$ cat src/design/assert_macros.svh
// Assertion macros used by gradient_orientation_lut.
`ifndef ASSERT_MACROS_SVH
`define ASSERT_MACROS_SVH
`ifndef SYNTH
`define ASSERT_IMPLY(label, clk, rst_n, cond, prop) \
    label: assert property (@(posedge clk) disable iff (!rst_n) (cond) |-> (prop)) \
        else $error("assertion failed");
`define ASSERT_NEXT(label, clk, rst_n, cond, prop) \
    label: assert property (@(posedge clk) disable iff (!rst_n) (cond) |=> (prop)) \
        else $error("assertion failed");
`else
`define ASSERT_IMPLY(label, clk, rst_n, cond, prop)
`define ASSERT_NEXT(label, clk, rst_n, cond, prop)
`endif
`endif

$ cat src/design/gol_pkg.sv
// ----------------------------------------------------------------------------
// gol_pkg
// Types, constants and the piecewise arctangent table for the orientation unit.
// ----------------------------------------------------------------------------
package gol_pkg;

    localparam int unsigned QuotW = 11;
    localparam int unsigned RemW  = 17;

    localparam logic [7:0] AngleBias = 8'd90;
    localparam logic [7:0] AngleMax  = 8'd180;
    localparam logic [7:0] AngleMin  = 8'd0;

    localparam logic [QuotW-1:0] BrkA = 11'd44;
    localparam logic [QuotW-1:0] BrkB = 11'd110;
    localparam logic [QuotW-1:0] BrkC = 11'd175;
    localparam logic [QuotW-1:0] BrkD = 11'd238;
    localparam logic [QuotW-1:0] BrkE = 11'd362;
    localparam logic [4:0] TopIndexMax = 5'd16;

    typedef logic [6:0] t_angle;

    localparam t_angle SegFine [0:44] = '{
        7'd0, 7'd0, 7'd1, 7'd2, 7'd3, 7'd4, 7'd5, 7'd6, 7'd7, 7'd8, 7'd8, 7'd9,
        7'd10, 7'd11, 7'd12, 7'd13, 7'd14, 7'd14, 7'd15, 7'd16, 7'd17, 7'd18,
        7'd18, 7'd19, 7'd20, 7'd21, 7'd22, 7'd22, 7'd23, 7'd24, 7'd25, 7'd25,
        7'd26, 7'd27, 7'd27, 7'd28, 7'd29, 7'd30, 7'd30, 7'd31, 7'd32, 7'd32,
        7'd33, 7'd33, 7'd34};
    localparam t_angle SegHalf [0:33] = '{
        7'd35, 7'd36, 7'd37, 7'd38, 7'd39, 7'd40, 7'd41, 7'd42, 7'd43, 7'd44,
        7'd45, 7'd46, 7'd47, 7'd47, 7'd48, 7'd49, 7'd50, 7'd50, 7'd51, 7'd52,
        7'd53, 7'd53, 7'd54, 7'd54, 7'd55, 7'd56, 7'd56, 7'd57, 7'd57, 7'd58,
        7'd58, 7'd59, 7'd59, 7'd59};
    localparam t_angle SegQuarter [0:16] = '{
        7'd60, 7'd60, 7'd61, 7'd62, 7'd63, 7'd63, 7'd64, 7'd65, 7'd65, 7'd66,
        7'd67, 7'd67, 7'd68, 7'd68, 7'd69, 7'd69, 7'd69};
    localparam t_angle SegEighth [0:7] = '{
        7'd70, 7'd71, 7'd71, 7'd72, 7'd73, 7'd73, 7'd74, 7'd74};
    localparam t_angle SegSixteenth [0:8] = '{
        7'd75, 7'd75, 7'd76, 7'd76, 7'd77, 7'd78, 7'd78, 7'd79, 7'd79};
    localparam t_angle SegSteep [0:16] = '{
        7'd80, 7'd81, 7'd82, 7'd83, 7'd84, 7'd84, 7'd85, 7'd85, 7'd85, 7'd86,
        7'd86, 7'd86, 7'd86, 7'd86, 7'd87, 7'd87, 7'd87};

    typedef struct packed {
        logic [RemW-1:0]  rem;
        logic [QuotW-1:0] low;
        logic [QuotW-1:0] quot;
        logic [15:0]      abs_x;
        logic             sign_diff;
        logic             x_zero;
        logic             y_pos;
        logic             y_neg;
        logic             ovf;
        logic [16:0]      strength;
    } t_stage;

    function automatic t_angle lookup_angle(input logic [QuotW-1:0] mag);
        logic [4:0] idx;
        t_angle     res;
        idx = 5'd0;
        if (mag > BrkE) begin
            idx = mag[10:6] - 5'd5;
            if (idx > TopIndexMax) begin
                idx = TopIndexMax;
            end
            res = SegSteep[idx];
        end else if (mag > BrkD) begin
            idx = mag[8:4] - 5'd14;
            res = SegSixteenth[idx[3:0]];
        end else if (mag > BrkC) begin
            idx = mag[7:3] - 5'd22;
            res = SegEighth[idx[2:0]];
        end else if (mag > BrkB) begin
            idx = 5'(mag[7:2] - 6'd27);
            res = SegQuarter[idx];
        end else if (mag > BrkA) begin
            res = SegHalf[6'(mag[6:1] - 6'd22)];
        end else begin
            res = SegFine[6'(mag[5:0])];
        end
        return res;
    endfunction

endpackage

$ cat src/design/gol_if.sv
// ----------------------------------------------------------------------------
// gol_grad_if / gol_angle_if
// Valid/ready channels for the gradient pair and the orientation result.
// ----------------------------------------------------------------------------
interface gol_grad_if;
    logic               valid;
    logic               ready;
    logic signed [15:0] grad_y;
    logic signed [15:0] grad_x;
    modport source (output valid, output grad_y, output grad_x, input ready);
    modport sink (input valid, input grad_y, input grad_x, output ready);
endinterface

interface gol_angle_if;
    logic        valid;
    logic        ready;
    logic [7:0]  orientation;
    logic [16:0] strength;
    modport source (output valid, output orientation, output strength, input ready);
    modport sink (input valid, input orientation, input strength, output ready);
endinterface

$ cat src/design/gradient_orientation_lut.sv
// ----------------------------------------------------------------------------
// gradient_orientation_lut
// Gradient orientation (0..180 degrees) and L1 strength, one item per clock while o_angle is not stalled.
// ----------------------------------------------------------------------------
// Channel   Dir  Payload
// i_grad    in   grad_y s16, grad_x s16
// o_angle   out  orientation u8, strength u17
//
// One item is taken per cycle while o_angle is not stalled; the result passes
// through thirteen register stages: input stage, eleven restoring divider
// stages, one quotient bit each, and the table stage.
// Reset is synchronous and active low and clears all valid bits.
// A stall on o_angle freezes the whole pipeline and holds every item in place.
`include "assert_macros.svh"
module gradient_orientation_lut (
    input  logic   i_clk,
    input  logic   i_rst_n,
    gol_grad_if.sink    i_grad,
    gol_angle_if.source o_angle
);
    import gol_pkg::*;

    localparam int unsigned NStage = QuotW + 1;

    t_stage      r_st [0:NStage-1];
    t_stage      n_st [0:NStage-1];
    logic        r_v  [0:NStage-1];
    logic        r_out_v;
    logic [7:0]  r_orient;
    logic [16:0] r_strength;
    logic        w_en;
    logic [15:0] w_ay;
    logic [15:0] w_ax;
    logic [QuotW-1:0] w_mag;
    t_angle      w_ang;
    logic        w_neg;
    logic [7:0]  n_orient;

    assign w_en = !r_out_v || o_angle.ready;
    assign i_grad.ready = w_en;

    always_comb begin
        w_ay = i_grad.grad_y[15] ? 16'(-i_grad.grad_y) : 16'(i_grad.grad_y);
        w_ax = i_grad.grad_x[15] ? 16'(-i_grad.grad_x) : 16'(i_grad.grad_x);
        n_st[0].rem       = {6'd0, w_ay[15:5]};
        n_st[0].low       = {w_ay[4:0], 6'd0};
        n_st[0].quot      = '0;
        n_st[0].abs_x     = w_ax;
        n_st[0].sign_diff = i_grad.grad_y[15] ^ i_grad.grad_x[15];
        n_st[0].x_zero    = (i_grad.grad_x == 16'sd0);
        n_st[0].y_pos     = !i_grad.grad_y[15] && (i_grad.grad_y != 16'sd0);
        n_st[0].y_neg     = i_grad.grad_y[15];
        n_st[0].ovf       = ({5'd0, w_ay[15:5]} >= w_ax);
        n_st[0].strength  = {1'b0, w_ay} + {1'b0, w_ax};
    end

    for (genvar k = 1; k < NStage; k++) begin : g_div
        logic [RemW-1:0] w_sh;
        logic            w_ge;
        always_comb begin
            w_sh = {r_st[k-1].rem[RemW-2:0], r_st[k-1].low[QuotW-1]};
            w_ge = (w_sh >= {1'b0, r_st[k-1].abs_x});
            n_st[k] = r_st[k-1];
            n_st[k].rem  = w_ge ? (w_sh - {1'b0, r_st[k-1].abs_x}) : w_sh;
            n_st[k].low  = {r_st[k-1].low[QuotW-2:0], 1'b0};
            n_st[k].quot = {r_st[k-1].quot[QuotW-2:0], w_ge};
        end
    end

    for (genvar k = 0; k < NStage; k++) begin : g_reg
        always_ff @(posedge i_clk) begin
            if (!i_rst_n) begin
                r_v[k] <= 1'b0;
            end else if (w_en) begin
                r_v[k] <= (k == 0) ? i_grad.valid : r_v[(k == 0) ? 0 : k-1];
            end
            if (w_en) begin
                r_st[k] <= n_st[k];
            end
        end
    end

    always_comb begin
        w_mag = r_st[NStage-1].ovf ? {QuotW{1'b1}} : r_st[NStage-1].quot;
        w_ang = lookup_angle(w_mag);
        w_neg = r_st[NStage-1].sign_diff && (w_mag != '0);
        if (r_st[NStage-1].x_zero) begin
            if (r_st[NStage-1].y_pos) begin
                n_orient = AngleMax;
            end else if (r_st[NStage-1].y_neg) begin
                n_orient = AngleMin;
            end else begin
                n_orient = AngleBias;
            end
        end else if (w_neg) begin
            n_orient = AngleBias - {1'b0, w_ang};
        end else begin
            n_orient = AngleBias + {1'b0, w_ang};
        end
    end

    always_ff @(posedge i_clk) begin
        if (!i_rst_n) begin
            r_out_v <= 1'b0;
        end else if (w_en) begin
            r_out_v <= r_v[NStage-1];
        end
        if (w_en) begin
            r_orient   <= n_orient;
            r_strength <= r_st[NStage-1].strength;
        end
    end

    assign o_angle.valid       = r_out_v;
    assign o_angle.orientation = r_orient;
    assign o_angle.strength    = r_strength;

    `ASSERT_IMPLY(a_ready_free, i_clk, i_rst_n, !r_out_v, i_grad.ready)
    `ASSERT_IMPLY(a_orient_range, i_clk, i_rst_n, r_out_v, r_orient <= AngleMax)
    `ASSERT_NEXT(a_stall_hold, i_clk, i_rst_n, r_out_v && !o_angle.ready, r_out_v && $stable(r_orient) && $stable(r_strength))
    `ASSERT_NEXT(a_last_stage_moves, i_clk, i_rst_n, r_v[NStage-1] && w_en, r_out_v)
endmodule

$ cat src/flat_wrapper.sv
// flat-port wrapper written by rule: the top's interface ports become plain ports
module gradient_orientation_lut_flat import gol_pkg::*;
  (i_clk, i_rst_n, i_grad_valid, i_grad_grad_y, i_grad_grad_x, i_grad_ready, o_angle_valid, o_angle_orientation, o_angle_strength, o_angle_ready);
  gol_grad_if i_grad_i ();
  gol_angle_if o_angle_i ();
  input  logic i_clk;
  input  logic i_rst_n;
  input wire logic [$bits(i_grad_i.valid)-1:0] i_grad_valid;
  input wire logic [$bits(i_grad_i.grad_y)-1:0] i_grad_grad_y;
  input wire logic [$bits(i_grad_i.grad_x)-1:0] i_grad_grad_x;
  output wire logic [$bits(i_grad_i.ready)-1:0] i_grad_ready;
  output wire logic [$bits(o_angle_i.valid)-1:0] o_angle_valid;
  output wire logic [$bits(o_angle_i.orientation)-1:0] o_angle_orientation;
  output wire logic [$bits(o_angle_i.strength)-1:0] o_angle_strength;
  input wire logic [$bits(o_angle_i.ready)-1:0] o_angle_ready;
  assign i_grad_i.valid = i_grad_valid;
  assign i_grad_i.grad_y = i_grad_grad_y;
  assign i_grad_i.grad_x = i_grad_grad_x;
  assign i_grad_ready = i_grad_i.ready;
  assign o_angle_valid = o_angle_i.valid;
  assign o_angle_orientation = o_angle_i.orientation;
  assign o_angle_strength = o_angle_i.strength;
  assign o_angle_i.ready = o_angle_ready;
  gradient_orientation_lut u_core (.i_clk(i_clk), .i_rst_n(i_rst_n), .i_grad(i_grad_i), .o_angle(o_angle_i));
endmodule
$ cat config.mk
export PLATFORM = sky130hd
export DESIGN_NAME = gradient_orientation_lut_flat
export DESIGN_NICKNAME = d
export VERILOG_FILES = /design/src/design/gol_pkg.sv /design/src/design/gol_if.sv /design/src/design/gradient_orientation_lut.sv /design/src/flat_wrapper.sv
export VERILOG_INCLUDE_DIRS = /design/src /design/src/design
export SDC_FILE = /design/constraint.sdc
export NUM_CORES = 1
export LEC_CHECK = 0
export BUFFER_PORTS_ARGS = -buffer_cell sky130_fd_sc_hd__buf_2
export CAP_MARGIN = 40
export CORE_ASPECT_RATIO = 1.4
export CORE_UTILIZATION = 35
export CTS_BUF_LIST = sky130_fd_sc_hd__clkbuf_16
export CTS_CLUSTER_SIZE = 28
export DETAILED_ROUTE_END_ITERATION = 10
export HOLD_SLACK_MARGIN = 0.06
export PLACE_DENSITY = 0.6
export SLEW_MARGIN = 20
export SYNTH_ARGS = -nofsm -noshare
export SYNTH_HDL_FRONTEND = slang
export SYNTH_SLANG_ARGS = --single-unit
$ cat constraint.sdc
create_clock -name i_clk -period 24.2 [get_ports i_clk]
set_clock_uncertainty 0.2 [all_clocks]
set_input_delay 2.42 -clock i_clk [delete_from_list [all_inputs] [get_ports i_clk]]
set_output_delay 2.42 -clock i_clk [all_outputs]
set_load 0.02 [all_outputs]
Word-level counts from Yosys, hierarchy flattened
Memory sizes are Yosys's and may differ from the RTL's. A register that Yosys moved wholly into a read port is not among the register bits. Index checks and enable logic that the tools add are counted.

Register bits after elaboration: 25. Bits in latches: 0. Bits in writable memories: 924. Memory bits (read-only): 1512. Input bits: 36. Output and inout port bits: 27. Logic and storage cells: 137. Memories kept: 8.

Memories: u_core.r_st (words 12, bits a word 76, rd ports 12, clocked after memory_dff 0, write ports 12, RTL line gradient_orientation_lut.sv:25) `t_stage r_st [0:NStage-1];`; (name not given) (words 64, bits a word 7, rd ports 1, clocked after memory_dff 0, write ports 0, RTL line gol_pkg.sv:78) `res = SegHalf[6'(mag[6:1] - 6'd22)];`; (name not given) (words 64, bits a word 7, rd ports 1, clocked after memory_dff 0, write ports 0, RTL line gol_pkg.sv:80) `res = SegFine[6'(mag[5:0])];`; (name not given) (words 32, bits a word 7, rd ports 1, clocked after memory_dff 0, write ports 0, RTL line gol_pkg.sv:67) `res = SegSteep[idx];`; (name not given) (words 32, bits a word 7, rd ports 1, clocked after memory_dff 0, write ports 0, RTL line gol_pkg.sv:76) `res = SegQuarter[idx];`; (name not given) (words 16, bits a word 7, rd ports 1, clocked after memory_dff 0, write ports 0, RTL line gol_pkg.sv:70) `res = SegSixteenth[idx[3:0]];`; +2 memories.

Add/sub/neg operators: 21. Multiply operators: 0. Div/mod/pow operators: 0. $lt $le $gt $ge: 24. Eq/ne operators: 0. Shifts and indexed selects: 0. Mux-type cells: 54. Bitwise gates (word level): 19. Reductions and logical operators: 9.

Operators by type and width (number): $ge 17x16->1 (11); $mux 17 (11); $sub 17x16->17 (11); $mux 7 (18); $mux 16 (2); $neg 16->16 (2); $mux 8 (3); $gt 11x8->1 const B (2); $add 16x16->17 (1); $mux 1 (17); $ge 11x16->1 (1); $logic_not 16->1 (1); $reduce_bool 16->1 (1); $ge 7x7->1 const B (2); $not 6->7 (2); $ge 6x6->1 const B (2); $not 5->6 (2); $or 1x1->1 (12); $gt 11x6->1 const B (1); $gt 11x7->1 const B (1); $gt 11x9->1 const B (1); $mux 11 (1); $reduce_bool 11->1 (1); $mux 5 (2); other kinds (16) (19).

Depth between registers and ports, before layout
An unclocked memory read counts as a cell.

Word-level depth: 15. Gate-level depth with buffers: 20. Gate-level depth less buffers: 15.

Worst setup path after synthesis
Ideal clock, no wire load.

Path kind: in2out. From: input o_angle_ready. To: output i_grad_ready. Arrival time: 22179 ps. Data required time: 21580 ps. Setup slack: -599 ps. Stages: 3. Buffers on the path: 1. Path through: nor2b_1 inv_1 clkbuf_1.

Longest elaborated chain between the ends: 1.

Ends and longest elaborated chain: start, declared (RTL line flat_wrapper.sv:15) `input wire logic [$bits(o_angle_i.ready)-1:0] o_angle_ready;`; $logic_or 1x1->1 (RTL line gradient_orientation_lut.sv:39) `assign w_en = !r_out_v || o_angle.ready;`; end, declared (RTL line flat_wrapper.sv:11) `output wire logic [$bits(i_grad_i.ready)-1:0] i_grad_ready;`.

No other way between the ends.

Worst setup path after layout
Same ends and word-level chain as after synthesis.

==> qor.yml <==
clock_network:
  insertion_delay_ns: 0.62
  postCtsResizedCells: 0
  clock_sinks: 730
  cts_tree: "done"
  cts_root_buf: "clkbuf_16"
  cts_max_path_buffers: 3
  clk_pin_slew_ns: 0.06
  numCtsBuffers: 76
  post_cts_buffers: 0
  cts_hold_buf: 0
  ctsHtreeMaxLevel: 3
critical_path:
  crit_path_start_kind: "primary input"
  timing.critical_path.from: "o_angle_ready"
  critPathTopFamily: "buffers and inverters"
  r2r_end: "u_core.o_angle.orientation[5]"
  path_cells: "buf_2 -> nor2b_1 -> inv_8 -> buf_2"
  max_stage_delay_ns: 0.41
  r2r_setup_slack_ns: 19.01
  cp.required_ns: 21.58
  critPathCaptureType: "output port"
  reg2regPathDepth: 15
  cp_slowest_cell: "nor2b_1"
  crit_buf_inv: 3
  crit_fanout: 88
  cp.arrival_ns: 3.50
  critical_path_class: "primary input to output port"
  crit_cells: 4
  worstReg2RegStart: "u_core.r_st[11][17]"
  cp-endpoint: "i_grad_ready"
  crit_top_cell: "buf_2"
route:
  vias: 20300
  antenna_left: 0
  wl_per_cell_um: 14.8
  drt_first_iter_violations: 988
  dr.pass1.iters: 5
  drc: 0
  via_per_inst: 4.85
  drt-total-wl_um: 61700
sta:
  hold_violations: 0
  slew_violations: 0
  setup_tns_ns: 0
  maxSlewHeadroom: 0.284
  setup_viol_count_final: 0
  period_share: 0.253
  worst_slew_pin_slew_ns: 1.07
  period_minus_slack_ns: 6.12
  max_freq_mhz: 164
  rsz0062_at_grt: "no"
finish:
  area_growth_pct: 13.0
  layout-drive-gt1-share: 0.101
  fin_area_sq_mm: 0.0397
  antenna_cells: 0
  nets: 3075
  multi_input_area_sq_mm: 0.0120
  num-fill-cells: 9227
  final-seq-area_sq_mm: 0.0219
synth:
  netlist_instances: 2682
  synth_cell_types: 87
  synthMostInstantiatedCell: "edfxtp_1"
  synth.yosys.warnings: 0
  synth_edf_count: 728
  synth_top_area_cell: "edfxtp_1"
  syn_area_per_cell_sq_um: 13.1
  synth_ff_type: "edfxtp_1"
  netlist_area_sq_mm: 0.0351
  ys_seq_area_frac: 0.623
  synth_top_area_share: 0.622
  synth.area.top_cells: "edfxtp_1 62%, ha_1 8.1%, xnor2_1 2.9%"
  synth_common_cells: "728 x edfxtp_1, 266 x inv_1, 227 x ha_1"
  synthesis.nets: 2956
  synth_seq_cells: 730
  synth-async-reset-ratio: 0
pwr:
  p_leak_nw: 16.2
  ir_drop_mv: 0.0544
  p_per_area_mw_per_mm2: 122
floorplan:
  ios: 63
  coreArea_sq_mm: 0.0996
  initial_utilization: 0.353
  row_count: 137
  die_w_um: 270
  die_y_um: 377
  die_area_sq_mm: 0.102
place:
  dp_hpwl_um: 44700
  placed_area_sq_mm: 0.0372
  port_buffers: 62
  gp_congestion: 0.856
global_routing:
  overflow: 0
  grt_max_degree: 194
  antenna_found_initial: 0
  grt_pass1_vias: 20500
  grt_pass1_wl_um: 100000
  grtUsageTotal: 0.121
status:
  status: "complete, no violations"
run:
  maxCapViolCount: 0
hold_path:
  hp-class: "flip-flop to flip-flop"
[worst min-delay path by stage]
stage                     depth (start not counted)                         end               start  slack, ns
final                                             0          u_core.r_st[3][21]  u_core.r_st[2][21]       0.20
after global routing                              0          u_core.r_st[3][21]  u_core.r_st[2][21]       0.21
after CTS                                         0          u_core.r_st[7][11]  u_core.r_st[6][11]       0.20
after detailed placement                          0         u_core.r_st[10][12]  u_core.r_st[9][12]       0.20
after global placement                            0          u_core.r_st[10][3]   u_core.r_st[9][3]       0.20
after floorplan                                   0  u_core.o_angle.strength[0]  u_core.r_st[11][0]       0.20
[state kept, by name, indices dropped and copies added, names as in the netlist]
signal,cells
u_core.o_angle.strength,17
u_core.o_angle.orientation,8
u_core.o_angle.valid,1
u_core.r_st,692
u_core.r_v,12
[layer usage]
metal | global-route usage | vias up | wire [um]
li1 | - | 10200 | -
met5 | 0 | - | 0
met3 | 0.0190 | 160 | 1880
met4 | 0.0658 | 0 | 2760
met2 | 0.235 | 318 | 33500
met1 | 0.121 | 9605 | 23600
[metrics by stage]
stage	setup slack, ns	instances	util	hold slack [ns]	power, mW
final	18.08	4177	0.399	0.204	4.84
after global routing	17.95	4177	0.399	0.211	5.17
after CTS	18.05	4172	0.398	0.201	4.89
after detailed placement	18.05	4038	0.373	0.205	3.73
after global placement	18.08	4031	0.372	0.201	3.70
after floorplan	9.98	2682	-	0.200	3.32
[cell usage in the layout (no fill, tap or decap), types with 8 or more instances in the layout]
master     synthesis  routed
xnor2_1          115     115
a21o_1            50      50
ha_1             227     227
edfxtp_1         728     728
mux2i_1           18      18
bufinv_16          0       8
and3_1            20      20
nand2_1          142     142
o31ai_1           31      31
a31oi_1           23      23
fa_1              11      11
nand3_1           32      32
inv_1            266     279
a21boi_0          21      21
buf_2              6      62
nor2b_1           48      48
a21oi_1          164     164
clkbuf_16          0      77
xor2_1            44      44
clkinv_2           0      11
a211oi_1           9       9
or3_1             31      31
nand2b_1          33      33
o21ai_0          122     122
nor3_1            58      58
a211o_1           15      15
or2_2             12      12
clkinv_1           0      15
nand4_1           26      26
nor2_1           139     139
mux2_2            60      60
buf_4              0      13
o21a_1            34      34
[logic make-up after synthesis]
group | after synthesis | synth area share
compound gates | 574 | 0.107
xor+xnor | 159 | 0.0396
fa+ha+maj | 239 | 0.0874
buf+inv | 313 | 0.0343
flops | 730 | 0.623
mux | 78 | 0.0244
simple gates | 589 | 0.0839
[layout make-up]
class,instances,area share
clock buffers,77,0.0485
clock inverters,57,0.0135
inverters,266,0.0253
multi-input cells,1639,0.303
flip-flops and latches,730,0.552
well taps,1320,0.0416
repair buffers,88,0.0161
[report_power, final]
| group | switching [mW] | internal [mW] |
|---|---|---|
| logic | 0.944 | 0.760 |
| clock network | 0.467 | 0.667 |
| registers | 0.140 | 1.87 |
| total | 1.55 | 3.29 |
Power figures use the tool's default switching activity.
